$ cat src/rtl/core/snrm_pkg.sv
// Types and constants of the sensor normalizer
package snrm_pkg;

  localparam int SAMPLE_BITS = 10;
  localparam int VAL_W       = SAMPLE_BITS + 2;
  localparam int OUT_W       = SAMPLE_BITS + 1;
  localparam int THR_W       = 15;
  localparam int LVL_W       = 11;
  localparam int DEAD_W      = 10;
  localparam int TDIV_W      = 8;
  localparam int FUNC_W      = 2;
  localparam int CFG_IDX_W   = 2;
  localparam int CFG_DATA_W  = 10;
  localparam int Q_FRAC      = 10;
  localparam int TDIV_FRAC   = 4;
  localparam int DVD_W       = OUT_W + Q_FRAC;
  localparam int DVS_W       = OUT_W;
  localparam int CNT_W       = $clog2(DVD_W + 1);

  localparam int FULL_SCALE  = (1 << SAMPLE_BITS) - 1;
  localparam int EMPTY_MIN   = 1 << SAMPLE_BITS;
  localparam int LEVEL_ONE   = 1 << Q_FRAC;
  localparam int SAT_Q       = LEVEL_ONE - 20;
  localparam int TDIV_ONE    = 1 << TDIV_FRAC;

  localparam logic [CFG_IDX_W-1:0] CFG_DEAD_ZONE = 2'd0;
  localparam logic [CFG_IDX_W-1:0] CFG_THR_DIV   = 2'd1;

  typedef enum logic [FUNC_W-1:0] {
    FUNC_CAL   = 2'd0,
    FUNC_FAST  = 2'd1,
    FUNC_CLEAR = 2'd2
  } func_t;

  typedef enum logic [1:0] {
    ST_IDLE,
    ST_LOAD,
    ST_DIV
  } state_t;

  typedef struct packed {
    logic                   load;
    logic [FUNC_W-1:0]      func;
    logic [SAMPLE_BITS-1:0] raw;
  } cmd_t;

  typedef struct packed {
    logic signed [VAL_W-1:0] last;
    logic signed [VAL_W-1:0] low;
    logic signed [VAL_W-1:0] high;
  } calib_t;

  typedef struct packed {
    logic rng_neg;
    logic d_zero;
    logic n_neg;
  } flags_t;

endpackage

$ cat src/rtl/core/snrm_if.sv
// Valid/ready channel interfaces of the sensor normalizer
interface snrm_in_if;
  logic                               valid;
  logic                               ready;
  logic [snrm_pkg::FUNC_W-1:0]        func;
  logic [snrm_pkg::SAMPLE_BITS-1:0]   raw_sample;

  modport source (output valid, output func, output raw_sample, input ready);
  modport sink (input valid, input func, input raw_sample, output ready);
endinterface

interface snrm_out_if;
  logic                               valid;
  logic                               ready;
  logic signed [snrm_pkg::OUT_W-1:0]  last_value;
  logic [snrm_pkg::OUT_W-1:0]         lowest_seen;
  logic signed [snrm_pkg::OUT_W-1:0]  highest_seen;
  logic signed [snrm_pkg::THR_W-1:0]  threshold;
  logic [snrm_pkg::LVL_W-1:0]         level;

  modport source (output valid, output last_value, output lowest_seen,
                  output highest_seen, output threshold, output level, input ready);
  modport sink (input valid, input last_value, input lowest_seen,
                input highest_seen, input threshold, input level, output ready);
endinterface

$ cat src/rtl/core/snrm_div.sv
// Bit-serial restoring divider, one quotient bit per cycle
module snrm_div (
  input  logic                         clk,
  input  logic                         rst_n,
  input  logic                         start,
  input  logic [snrm_pkg::DVD_W-1:0]   dividend,
  input  logic [snrm_pkg::DVS_W-1:0]   divisor,
  output logic                         busy,
  output logic [snrm_pkg::DVD_W-1:0]   quot,
  output logic [snrm_pkg::DVS_W-1:0]   rem
);

  logic [snrm_pkg::DVD_W-1:0] dvd_r, dvd_nxt;
  logic [snrm_pkg::DVS_W-1:0] rem_r, rem_nxt;
  logic [snrm_pkg::DVS_W-1:0] dvs_r;
  logic [snrm_pkg::CNT_W-1:0] cnt_r, cnt_nxt;
  logic                       busy_r, busy_nxt;
  logic [snrm_pkg::DVS_W:0]   trial;
  logic                       qbit;

  always_comb begin
    trial    = {rem_r, dvd_r[snrm_pkg::DVD_W-1]};
    qbit     = (trial >= {1'b0, dvs_r});
    dvd_nxt  = dvd_r;
    rem_nxt  = rem_r;
    cnt_nxt  = cnt_r;
    busy_nxt = busy_r;
    if (start) begin
      dvd_nxt  = dividend;
      rem_nxt  = '0;
      cnt_nxt  = snrm_pkg::CNT_W'(snrm_pkg::DVD_W);
      busy_nxt = 1'b1;
    end else if (busy_r) begin
      dvd_nxt = {dvd_r[snrm_pkg::DVD_W-2:0], qbit};
      rem_nxt = qbit ? snrm_pkg::DVS_W'(trial - {1'b0, dvs_r})
                     : trial[snrm_pkg::DVS_W-1:0];
      cnt_nxt = cnt_r - 1'b1;
      if (cnt_r == snrm_pkg::CNT_W'(1)) begin
        busy_nxt = 1'b0;
      end
    end
  end

  always_ff @(posedge clk) begin
    if (!rst_n) begin
      busy_r <= 1'b0;
      cnt_r  <= '0;
    end else begin
      busy_r <= busy_nxt;
      cnt_r  <= cnt_nxt;
    end
  end

  always_ff @(posedge clk) begin
    dvd_r <= dvd_nxt;
    rem_r <= rem_nxt;
    if (start) begin
      dvs_r <= divisor;
    end
  end

  assign busy = busy_r;
  assign quot = dvd_r;
  assign rem  = rem_r;

endmodule

$ cat src/rtl/core/snrm_calib.sv
// Last reading and min/max calibration registers
module snrm_calib (
  input  logic            clk,
  input  logic            rst_n,
  input  snrm_pkg::cmd_t  cmd,
  output snrm_pkg::calib_t cal
);

  snrm_pkg::calib_t                cal_r, cal_nxt;
  logic signed [snrm_pkg::VAL_W-1:0] inv;

  always_comb begin
    inv     = snrm_pkg::VAL_W'(snrm_pkg::FULL_SCALE) - snrm_pkg::VAL_W'(cmd.raw);
    cal_nxt = cal_r;
    if (cmd.load) begin
      case (cmd.func)
        snrm_pkg::FUNC_CAL: begin
          cal_nxt.last = inv;
          if (inv > cal_r.high) begin
            cal_nxt.high = inv;
          end
          if (inv < cal_r.low) begin
            cal_nxt.low = inv;
          end
        end
        snrm_pkg::FUNC_FAST: begin
          cal_nxt.last = inv;
        end
        snrm_pkg::FUNC_CLEAR: begin
          cal_nxt.last = '1;
          cal_nxt.high = '1;
          cal_nxt.low  = snrm_pkg::VAL_W'(snrm_pkg::EMPTY_MIN);
        end
        default: begin
          cal_nxt = cal_r;
        end
      endcase
    end
  end

  always_ff @(posedge clk) begin
    if (!rst_n) begin
      cal_r.last <= '1;
      cal_r.high <= '1;
      cal_r.low  <= snrm_pkg::VAL_W'(snrm_pkg::EMPTY_MIN);
    end else begin
      cal_r <= cal_nxt;
    end
  end

  assign cal = cal_r;

endmodule

$ cat src/rtl/core/self_calibrating_sensor_normalizer_core.sv
// Top level of the self-calibrating sensor normalizer
//
// channel    dir   carries                                          flow
// in_item    in    func, raw_sample                                 valid/ready
// out_item   out   last_value, lowest_seen, highest_seen,           valid/ready
//                  threshold, level
// cfg        in    cfg_we, cfg_index, cfg_wdata                     write only
//
// An accepted item updates the calibration; in the load state both dividers are
// started in parallel on the new operands and give one quotient bit per cycle;
// when both are done and the output register is free, the result is loaded and
// the sequencer returns to idle with ready high. No new item is taken meanwhile.
// Reset is synchronous, active low, and restores the empty calibration.
// A stalled result blocks the next item in the dividers until it is taken.
module self_calibrating_sensor_normalizer_core (
  input  logic                               clk,
  input  logic                               rst_n,
  snrm_in_if.sink                            in_item,
  snrm_out_if.source                         out_item,
  input  logic                               cfg_we,
  input  logic [snrm_pkg::CFG_IDX_W-1:0]     cfg_index,
  input  logic [snrm_pkg::CFG_DATA_W-1:0]    cfg_wdata
);

  snrm_pkg::state_t                  state_r, state_nxt;
  snrm_pkg::cmd_t                    cmd;
  snrm_pkg::calib_t                  cal;
  snrm_pkg::flags_t                  flags_r, flags_nxt;

  logic [snrm_pkg::DEAD_W-1:0]       dead_r;
  logic [snrm_pkg::TDIV_W-1:0]       tdiv_r;

  logic signed [snrm_pkg::VAL_W-1:0] rng, rng_abs, nval, nn;
  logic [snrm_pkg::DVD_W-1:0]        thr_dvd, lvl_dvd;
  logic [snrm_pkg::DVS_W-1:0]        thr_dvs, lvl_dvs;
  logic                              div_start;
  logic                              thr_busy, lvl_busy;
  logic [snrm_pkg::DVD_W-1:0]        thr_q, lvl_q;
  logic [snrm_pkg::DVS_W-1:0]        thr_rem, lvl_rem;

  logic signed [snrm_pkg::THR_W:0]   thr_mag, thr_sgn, thr_sum;
  logic [snrm_pkg::DVD_W-1:0]        dead_ext;
  logic [snrm_pkg::LVL_W-1:0]        ldead, lvl_val;

  logic                              in_accept, load_out;
  logic                              out_valid_r, out_valid_nxt;
  logic signed [snrm_pkg::OUT_W-1:0] last_r, high_r;
  logic [snrm_pkg::OUT_W-1:0]        low_r;
  logic signed [snrm_pkg::THR_W-1:0] thr_r;
  logic [snrm_pkg::LVL_W-1:0]        lvl_r;

  assign in_accept = in_item.valid && in_item.ready;
  assign cmd.load  = in_accept;
  assign cmd.func  = in_item.func;
  assign cmd.raw   = in_item.raw_sample;

  snrm_calib u_calib (
    .clk   (clk),
    .rst_n (rst_n),
    .cmd   (cmd),
    .cal   (cal)
  );

  // operand forming from the updated calibration
  always_comb begin
    rng      = cal.high - cal.low;
    nval     = cal.last - cal.low;
    rng_abs  = rng[snrm_pkg::VAL_W-1] ? -rng : rng;
    nn       = rng[snrm_pkg::VAL_W-1] ? -nval : nval;
    thr_dvd  = snrm_pkg::DVD_W'(rng_abs[snrm_pkg::OUT_W-1:0]) << snrm_pkg::TDIV_FRAC;
    thr_dvs  = (tdiv_r == '0) ? snrm_pkg::DVS_W'(snrm_pkg::TDIV_ONE)
                              : snrm_pkg::DVS_W'(tdiv_r);
    lvl_dvd  = snrm_pkg::DVD_W'(nn[snrm_pkg::OUT_W-1:0]) << snrm_pkg::Q_FRAC;
    lvl_dvs  = rng_abs[snrm_pkg::OUT_W-1:0];
    flags_nxt.rng_neg = rng[snrm_pkg::VAL_W-1];
    flags_nxt.d_zero  = (rng == '0);
    flags_nxt.n_neg   = nn[snrm_pkg::VAL_W-1];
  end

  snrm_div u_thr_div (
    .clk      (clk),
    .rst_n    (rst_n),
    .start    (div_start),
    .dividend (thr_dvd),
    .divisor  (thr_dvs),
    .busy     (thr_busy),
    .quot     (thr_q),
    .rem      (thr_rem)
  );

  snrm_div u_lvl_div (
    .clk      (clk),
    .rst_n    (rst_n),
    .start    (div_start),
    .dividend (lvl_dvd),
    .divisor  (lvl_dvs),
    .busy     (lvl_busy),
    .quot     (lvl_q),
    .rem      (lvl_rem)
  );

  // result forming
  always_comb begin
    thr_mag  = {1'b0, thr_q[snrm_pkg::THR_W-1:0]};
    thr_sgn  = flags_r.rng_neg ? -thr_mag : thr_mag;
    thr_sum  = thr_sgn + (snrm_pkg::THR_W+1)'(cal.low);
    dead_ext = snrm_pkg::DVD_W'(dead_r);
    ldead    = snrm_pkg::LVL_W'(snrm_pkg::LEVEL_ONE) - snrm_pkg::LVL_W'(dead_r);
    if (flags_r.d_zero) begin
      lvl_val = (dead_r > snrm_pkg::DEAD_W'(snrm_pkg::SAT_Q)) ? ldead : '0;
    end else if (flags_r.n_neg || (lvl_q < dead_ext)) begin
      lvl_val = '0;
    end else if ((lvl_q > snrm_pkg::DVD_W'(snrm_pkg::SAT_Q)) ||
                 ((lvl_q == snrm_pkg::DVD_W'(snrm_pkg::SAT_Q)) && (lvl_rem != '0))) begin
      lvl_val = ldead;
    end else begin
      lvl_val = snrm_pkg::LVL_W'(lvl_q - dead_ext);
    end
  end

  // sequencer
  always_comb begin
    state_nxt      = state_r;
    div_start      = 1'b0;
    load_out       = 1'b0;
    in_item.ready  = 1'b0;
    case (state_r)
      snrm_pkg::ST_IDLE: begin
        in_item.ready = 1'b1;
        if (in_item.valid) begin
          state_nxt = snrm_pkg::ST_LOAD;
        end
      end
      snrm_pkg::ST_LOAD: begin
        div_start = 1'b1;
        state_nxt = snrm_pkg::ST_DIV;
      end
      snrm_pkg::ST_DIV: begin
        if (!thr_busy && !lvl_busy && (!out_valid_r || out_item.ready)) begin
          load_out  = 1'b1;
          state_nxt = snrm_pkg::ST_IDLE;
        end
      end
      default: begin
        state_nxt = snrm_pkg::ST_IDLE;
      end
    endcase
  end

  always_comb begin
    out_valid_nxt = out_valid_r;
    if (load_out) begin
      out_valid_nxt = 1'b1;
    end else if (out_item.ready) begin
      out_valid_nxt = 1'b0;
    end
  end

  always_ff @(posedge clk) begin
    if (!rst_n) begin
      state_r     <= snrm_pkg::ST_IDLE;
      out_valid_r <= 1'b0;
      dead_r      <= '0;
      tdiv_r      <= snrm_pkg::TDIV_W'(snrm_pkg::TDIV_ONE);
    end else begin
      state_r     <= state_nxt;
      out_valid_r <= out_valid_nxt;
      if (cfg_we) begin
        case (cfg_index)
          snrm_pkg::CFG_DEAD_ZONE: dead_r <= cfg_wdata[snrm_pkg::DEAD_W-1:0];
          snrm_pkg::CFG_THR_DIV:   tdiv_r <= cfg_wdata[snrm_pkg::TDIV_W-1:0];
          default: begin
          end
        endcase
      end
    end
  end

  always_ff @(posedge clk) begin
    if (div_start) begin
      flags_r <= flags_nxt;
    end
    if (load_out) begin
      last_r <= cal.last[snrm_pkg::OUT_W-1:0];
      low_r  <= cal.low[snrm_pkg::OUT_W-1:0];
      high_r <= cal.high[snrm_pkg::OUT_W-1:0];
      thr_r  <= thr_sum[snrm_pkg::THR_W-1:0];
      lvl_r  <= lvl_val;
    end
  end

  assign out_item.valid        = out_valid_r;
  assign out_item.last_value   = last_r;
  assign out_item.lowest_seen  = low_r;
  assign out_item.highest_seen = high_r;
  assign out_item.threshold    = thr_r;
  assign out_item.level        = lvl_r;

endmodule

$ cat src/flat_wrapper.sv
// flat-port wrapper written by rule: the top's interface ports become plain ports
module self_calibrating_sensor_normalizer_core_flat 
  (clk, rst_n, cfg_we, cfg_index, cfg_wdata, in_item_valid, in_item_func, in_item_raw_sample, in_item_ready, out_item_valid, out_item_last_value, out_item_lowest_seen, out_item_highest_seen, out_item_threshold, out_item_level, out_item_ready);
  snrm_in_if in_item_i ();
  snrm_out_if out_item_i ();
  input  logic clk;
  input  logic rst_n;
  input  logic cfg_we;
  input  logic [snrm_pkg::CFG_IDX_W-1:0] cfg_index;
  input  logic [snrm_pkg::CFG_DATA_W-1:0] cfg_wdata;
  input wire logic [$bits(in_item_i.valid)-1:0] in_item_valid;
  input wire logic [$bits(in_item_i.func)-1:0] in_item_func;
  input wire logic [$bits(in_item_i.raw_sample)-1:0] in_item_raw_sample;
  output wire logic [$bits(in_item_i.ready)-1:0] in_item_ready;
  output wire logic [$bits(out_item_i.valid)-1:0] out_item_valid;
  output wire logic [$bits(out_item_i.last_value)-1:0] out_item_last_value;
  output wire logic [$bits(out_item_i.lowest_seen)-1:0] out_item_lowest_seen;
  output wire logic [$bits(out_item_i.highest_seen)-1:0] out_item_highest_seen;
  output wire logic [$bits(out_item_i.threshold)-1:0] out_item_threshold;
  output wire logic [$bits(out_item_i.level)-1:0] out_item_level;
  input wire logic [$bits(out_item_i.ready)-1:0] out_item_ready;
  assign in_item_i.valid = in_item_valid;
  assign in_item_i.func = in_item_func;
  assign in_item_i.raw_sample = in_item_raw_sample;
  assign in_item_ready = in_item_i.ready;
  assign out_item_valid = out_item_i.valid;
  assign out_item_last_value = out_item_i.last_value;
  assign out_item_lowest_seen = out_item_i.lowest_seen;
  assign out_item_highest_seen = out_item_i.highest_seen;
  assign out_item_threshold = out_item_i.threshold;
  assign out_item_level = out_item_i.level;
  assign out_item_i.ready = out_item_ready;
  self_calibrating_sensor_normalizer_core u_core (.clk(clk), .rst_n(rst_n), .in_item(in_item_i), .out_item(out_item_i), .cfg_we(cfg_we), .cfg_index(cfg_index), .cfg_wdata(cfg_wdata));
endmodule
$ cat config.mk
export PLATFORM = sky130hd
export DESIGN_NAME = self_calibrating_sensor_normalizer_core_flat
export DESIGN_NICKNAME = d
export VERILOG_FILES = /design/src/rtl/core/snrm_pkg.sv /design/src/rtl/core/snrm_if.sv /design/src/rtl/core/snrm_div.sv /design/src/rtl/core/snrm_calib.sv /design/src/rtl/core/self_calibrating_sensor_normalizer_core.sv /design/src/flat_wrapper.sv
export SDC_FILE = /design/constraint.sdc
export NUM_CORES = 1
export LEC_CHECK = 0
export BUFFER_PORTS_ARGS = -buffer_cell sky130_fd_sc_hd__clkbuf_2
export CAP_MARGIN = 20
export CORE_MARGIN = 2
export CORE_UTILIZATION = 61
export DETAILED_ROUTE_END_ITERATION = 8
export PLACE_DENSITY = 0.81
export SLEW_MARGIN = 20
export SYNTH_ARGS = -nofsm -noshare
export SYNTH_HDL_FRONTEND = slang
export SYNTH_SLANG_ARGS = --single-unit
$ cat constraint.sdc
create_clock -name clk -period 9.8 [get_ports clk]
set_input_delay 0.98 -clock clk [delete_from_list [all_inputs] [get_ports clk]]
set_output_delay 0.98 -clock clk [all_outputs]
set_load 0.005 [all_outputs]
==> results.yml <==
critical_path:
  critical_path.max_stage_delay_ps: 720
  worst-endpoint-arrival_ps: 3860
  worstSetupStartpoint: "u_core.u_thr_div.quot[0]$_SDFFE_PP0P_"
  timing.critical_path.from_type: "flip-flop"
  crit_path_end: "u_core.out_item.threshold[12]$_DFFE_PP_"
  timing.critical_path.to_type: "flip-flop"
  crit_path_max_fanout: 6
  setup.worst_path.class: "flip-flop to flip-flop"
  critical_path.cell_chain: "inv_1 > ha_1 > nand2_1 > o21ai_0 > fa_1 > a21o_1 > a21oi_1 > o21ai_0 > a2111oi_0 > o31ai_1 > nor2_1 > nor2_1 > xnor2_1"
  crit_slowest_cell: "a2111oi_0"
  required_ps: 10050
  critical_path.reg2reg.startpoint: "u_core.u_thr_div.quot[0]$_SDFFE_PP0P_"
  r2r.worst_path.cells: 13
  regToRegEndpoint: "u_core.out_item.threshold[12]$_DFFE_PP_"
  regToRegSetupSlack_ps: 6200
global_routing:
  vias_in_the_first_global_route: 9242
  groute.usage.overall_pct: 25.7
  number_of_antenna_violations_at_the_first_check_in_global_routing: 0
  wire_length_of_the_first_global_routing_pass_um: 45300
  maximum_number_of_pins_on_one_net_before_global_route_repair: 63
  grt.overflow.total: 0
timing:
  setup_violations: 0
  fin_tns_setup_ps: 0
  setup_repair_after_global_routing_missed_its_margin: "false"
  max_slew.worst_pin.slew_ps: 942
  fin_crit_sh_pct: 36.8
  hold_slack_ps: 474
  worst_slack_ps: 6200
  final.min_clock_period_ps: 3600
  skew_ps: 12.8
  achievable-frequency_mhz: 278
  slew_violations: 0
  relSlewSlack_pct: 37.0
  timing.final.hold_violations: 0
cts:
  clk_slew_on_worst_s_h_paths_ps: 60
  htree_num_levels: 1
  cts-root-to-sink-buffers: 3
  cts_buffers: 23
  cts_setup_buffers: 0
  worst_skew_late_latency_ps: 510
  clock_sinks: 211
  cts.root.buffer_cell: "clkbuf_16"
  cts_hold_buffers: 0
  post_cts_resized: 0
  clock_tree_from_tritoncts: "done"
yosys:
  yosysTopAreaCell: "edfxtp_1"
  syn-num-nets: 1373
  seq_total_area_yosys_pct: 43.2
  synth_seq_cells: 211
  synth.yosys.warnings: 0
  postSynthAreaPerCell_um2: 9.74
  syn-instance-count: 1249
  synthesis.area_um2: 12200
  synth-edff-count: 103
  netlist-cell-type-count: 77
  synthFlopType: "dfxtp_1"
  synth_area_leaders: "edfxtp_1 (25%), dfxtp_1 (18%), ha_1 (9.2%)"
  async_reset_ff_share_pct: 0
  yosys.area.top_type_share_pct: 25.4
drt:
  wl_per_cell_um: 17.1
  num_vias: 9475
  route.detailed.drc: 0
  dr_iter_0_viols: 615
  drt_pre_antenna_iters: 5
  vias_per_cell: 5.91
  postRouteAntennaNets: 0
  route.final.wire_length_um: 27500
worst_hold_path:
  worst_hold_path_type: "flip-flop to flip-flop"
layout:
  layout-drive-gt1-share_pct: 12.0
  num_antenna_cells: 0
  fillers: 1499
  final_net_count: 1447
  final_cells: 1604
  synthToLayoutAreaGrowth_pct: 11.9
  final_core_util_pct: 69.7
flow_run:
  maxCapViolCount: 0
power_and_ir_drop:
  power_leakage_nw: 5.80
  ir_drop_mv: 0.150
  net_switching_power_figure_mw: 0.877
  power_per_cell_area_nw_per_um2: 205
  clockPowerShare_pct: 31.7
  power.internal_mw: 1.92
  share_comb_of_total_power_pct: 28.5
  p_sw_share_pct: 31.4
  power_frac_seq_pct: 39.7
placed_design:
  dp.cells: 1563
  portBuffers: 89
  place.detailed.hpwl_um: 19000
  placement.setup.worst_slack_ps: 6310
  gp_congestion: 0.913
floorplanning:
  num_io_pins: 90
  fp.dieArea_um2: 21100
  die_h_um: 145
  die_w_um: 145
  num_rows: 51
  core_area_um2: 19500
  initial_core_util_pct: 62.3
outcome:
  run_status: "complete, no violations"
[synthesized netlist by cell type, types with 12 or more instances]
master / instances
a211oi_1: 15
a21boi_0: 13
a21o_1: 33
a21oi_1: 71
and3_1: 15
clkbuf_1: 42
dfxtp_1: 108
edfxtp_1: 103
ha_1: 89
inv_1: 95
mux2i_1: 50
nand2_1: 87
nand3_1: 27
nor2_1: 88
nor2b_1: 38
nor3_1: 28
nor4_1: 13
o21a_1: 12
o21ai_0: 55
o21ai_1: 15
or3_1: 15
xnor2_1: 62
xor2_1: 26
[layout by cell type, fill, tap and decap left out, types with 50 or more instances in the layout]
cell,instances
clkbuf_2,89
a21oi_1,70
inv_1,94
edfxtp_1,103
mux2i_1,50
nand2_1,87
dfxtp_1,107
ha_1,89
o21ai_0,55
xnor2_1,62
nor2_1,88
[cell type report]
class                      instances  area, µm²  share of cell area [%]
inverter                          96        373                    2.74
sequential                       211       5260                    38.6
timing repair buffer              99        520                    3.82
multi-input combinational        892       6370                    46.8
tap                              265        332                    2.43
clock buffer                      33        653                    4.80
clock inverter                     8        115                   0.845
[worst min-delay path by stage]
stage | startpoint | endpoint | cells after the start
floorplan | u_core.u_calib.cal[24]$_SDFFE_PN1P_ | u_core.out_item.last_value[0]$_DFFE_PP_ | 0
finish | u_core.u_calib.cal[33]$_SDFFE_PN1P_ | u_core.out_item.last_value[9]$_DFFE_PP_ | 0
CTS | u_core.u_calib.cal[33]$_SDFFE_PN1P_ | u_core.out_item.last_value[9]$_DFFE_PP_ | 0
global placement | u_core.u_calib.cal[34]$_SDFFE_PN1P_ | u_core.out_item.last_value[10]$_DFFE_PP_ | 0
global route | u_core.u_calib.cal[32]$_SDFFE_PN1P_ | u_core.out_item.last_value[8]$_DFFE_PP_ | 0
detailed placement | u_core.tdiv_r[6]$_SDFFE_PN0P_ | u_core.u_thr_div.dvs_r[6]$_SDFFCE_PN0P_ | 0
[layer usage]
metal,wire [µm],track usage (%),up-vias
met1,12000,33.0,4507
met2,13300,45.0,264
met3,1350,3.58,61
li1,-,-,4643
met4,793,7.99,0
met5,0,0,-
[state kept, by name, summed over array words and instances, names as in the netlist, 2 cells and up]
signal / count
u_core.u_lvl_div.quot: 21
u_core.state_r: 2
u_core.out_item.threshold: 15
u_core.u_thr_div.quot: 21
u_core.u_calib.cal: 33
u_core.out_item.lowest_seen: 11
u_core.u_lvl_div.dvs_r: 11
u_core.dead_r: 10
u_core.out_item.level: 11
u_core.tdiv_r: 8
u_core.flags_r: 3
u_core.u_lvl_div.rem: 11
u_core.out_item.highest_seen: 11
u_core.u_thr_div.cnt_r: 5
u_core.u_thr_div.rem: 11
u_core.u_thr_div.dvs_r: 8
u_core.u_lvl_div.cnt_r: 5
u_core.out_item.last_value: 11
[power by group through the flow]
| stage | registers, mW | logic (mW) | clock network, mW |
|---|---|---|---|
| 6_report | 1.11 | 0.798 | 0.886 |
| 4_1_cts | 1.11 | 0.793 | 0.900 |
| 3_3_place_gp | 1.12 | 0.755 | 0 |
| 3_5_place_dp | 1.13 | 0.779 | 0 |
| 5_1_grt | 1.12 | 0.889 | 0.932 |
| 2_1_floorplan | 1.10 | 0.626 | 0 |
[stage by stage]
step,total power [mW],area (µm²)
after floorplan,1.73,12200
after global placement,1.88,12800
after detailed placement,1.90,12800
after CTS,2.80,13600
after global routing,2.94,13600
final,2.79,13600
[cells by family (layout without fill, tap and decap cells)]
family,count (synthesis),after routing,synth area share (%)
xor+xnor,91,91,6.79
simple gates,361,361,14.7
fa+ha+maj,95,95,10.1
mux,52,52,4.30
buf+inv,146,236,4.77
compound gates,293,293,16.1
flops,211,211,43.2
[worst max-delay path, delay by kind of cell (launching register included)]
family / cells / cell delay [ps]
buffers and inverters: 1 / 70
AND/OR/NAND/NOR: 3 / 260
AO/OA/AOI/OAI: 6 / 1740
adder cells (fa/ha/maj): 2 / 750
XOR/XNOR: 1 / 130
flip-flops: 1 / 410
Note: power is estimated with default switching activity, not from simulation.
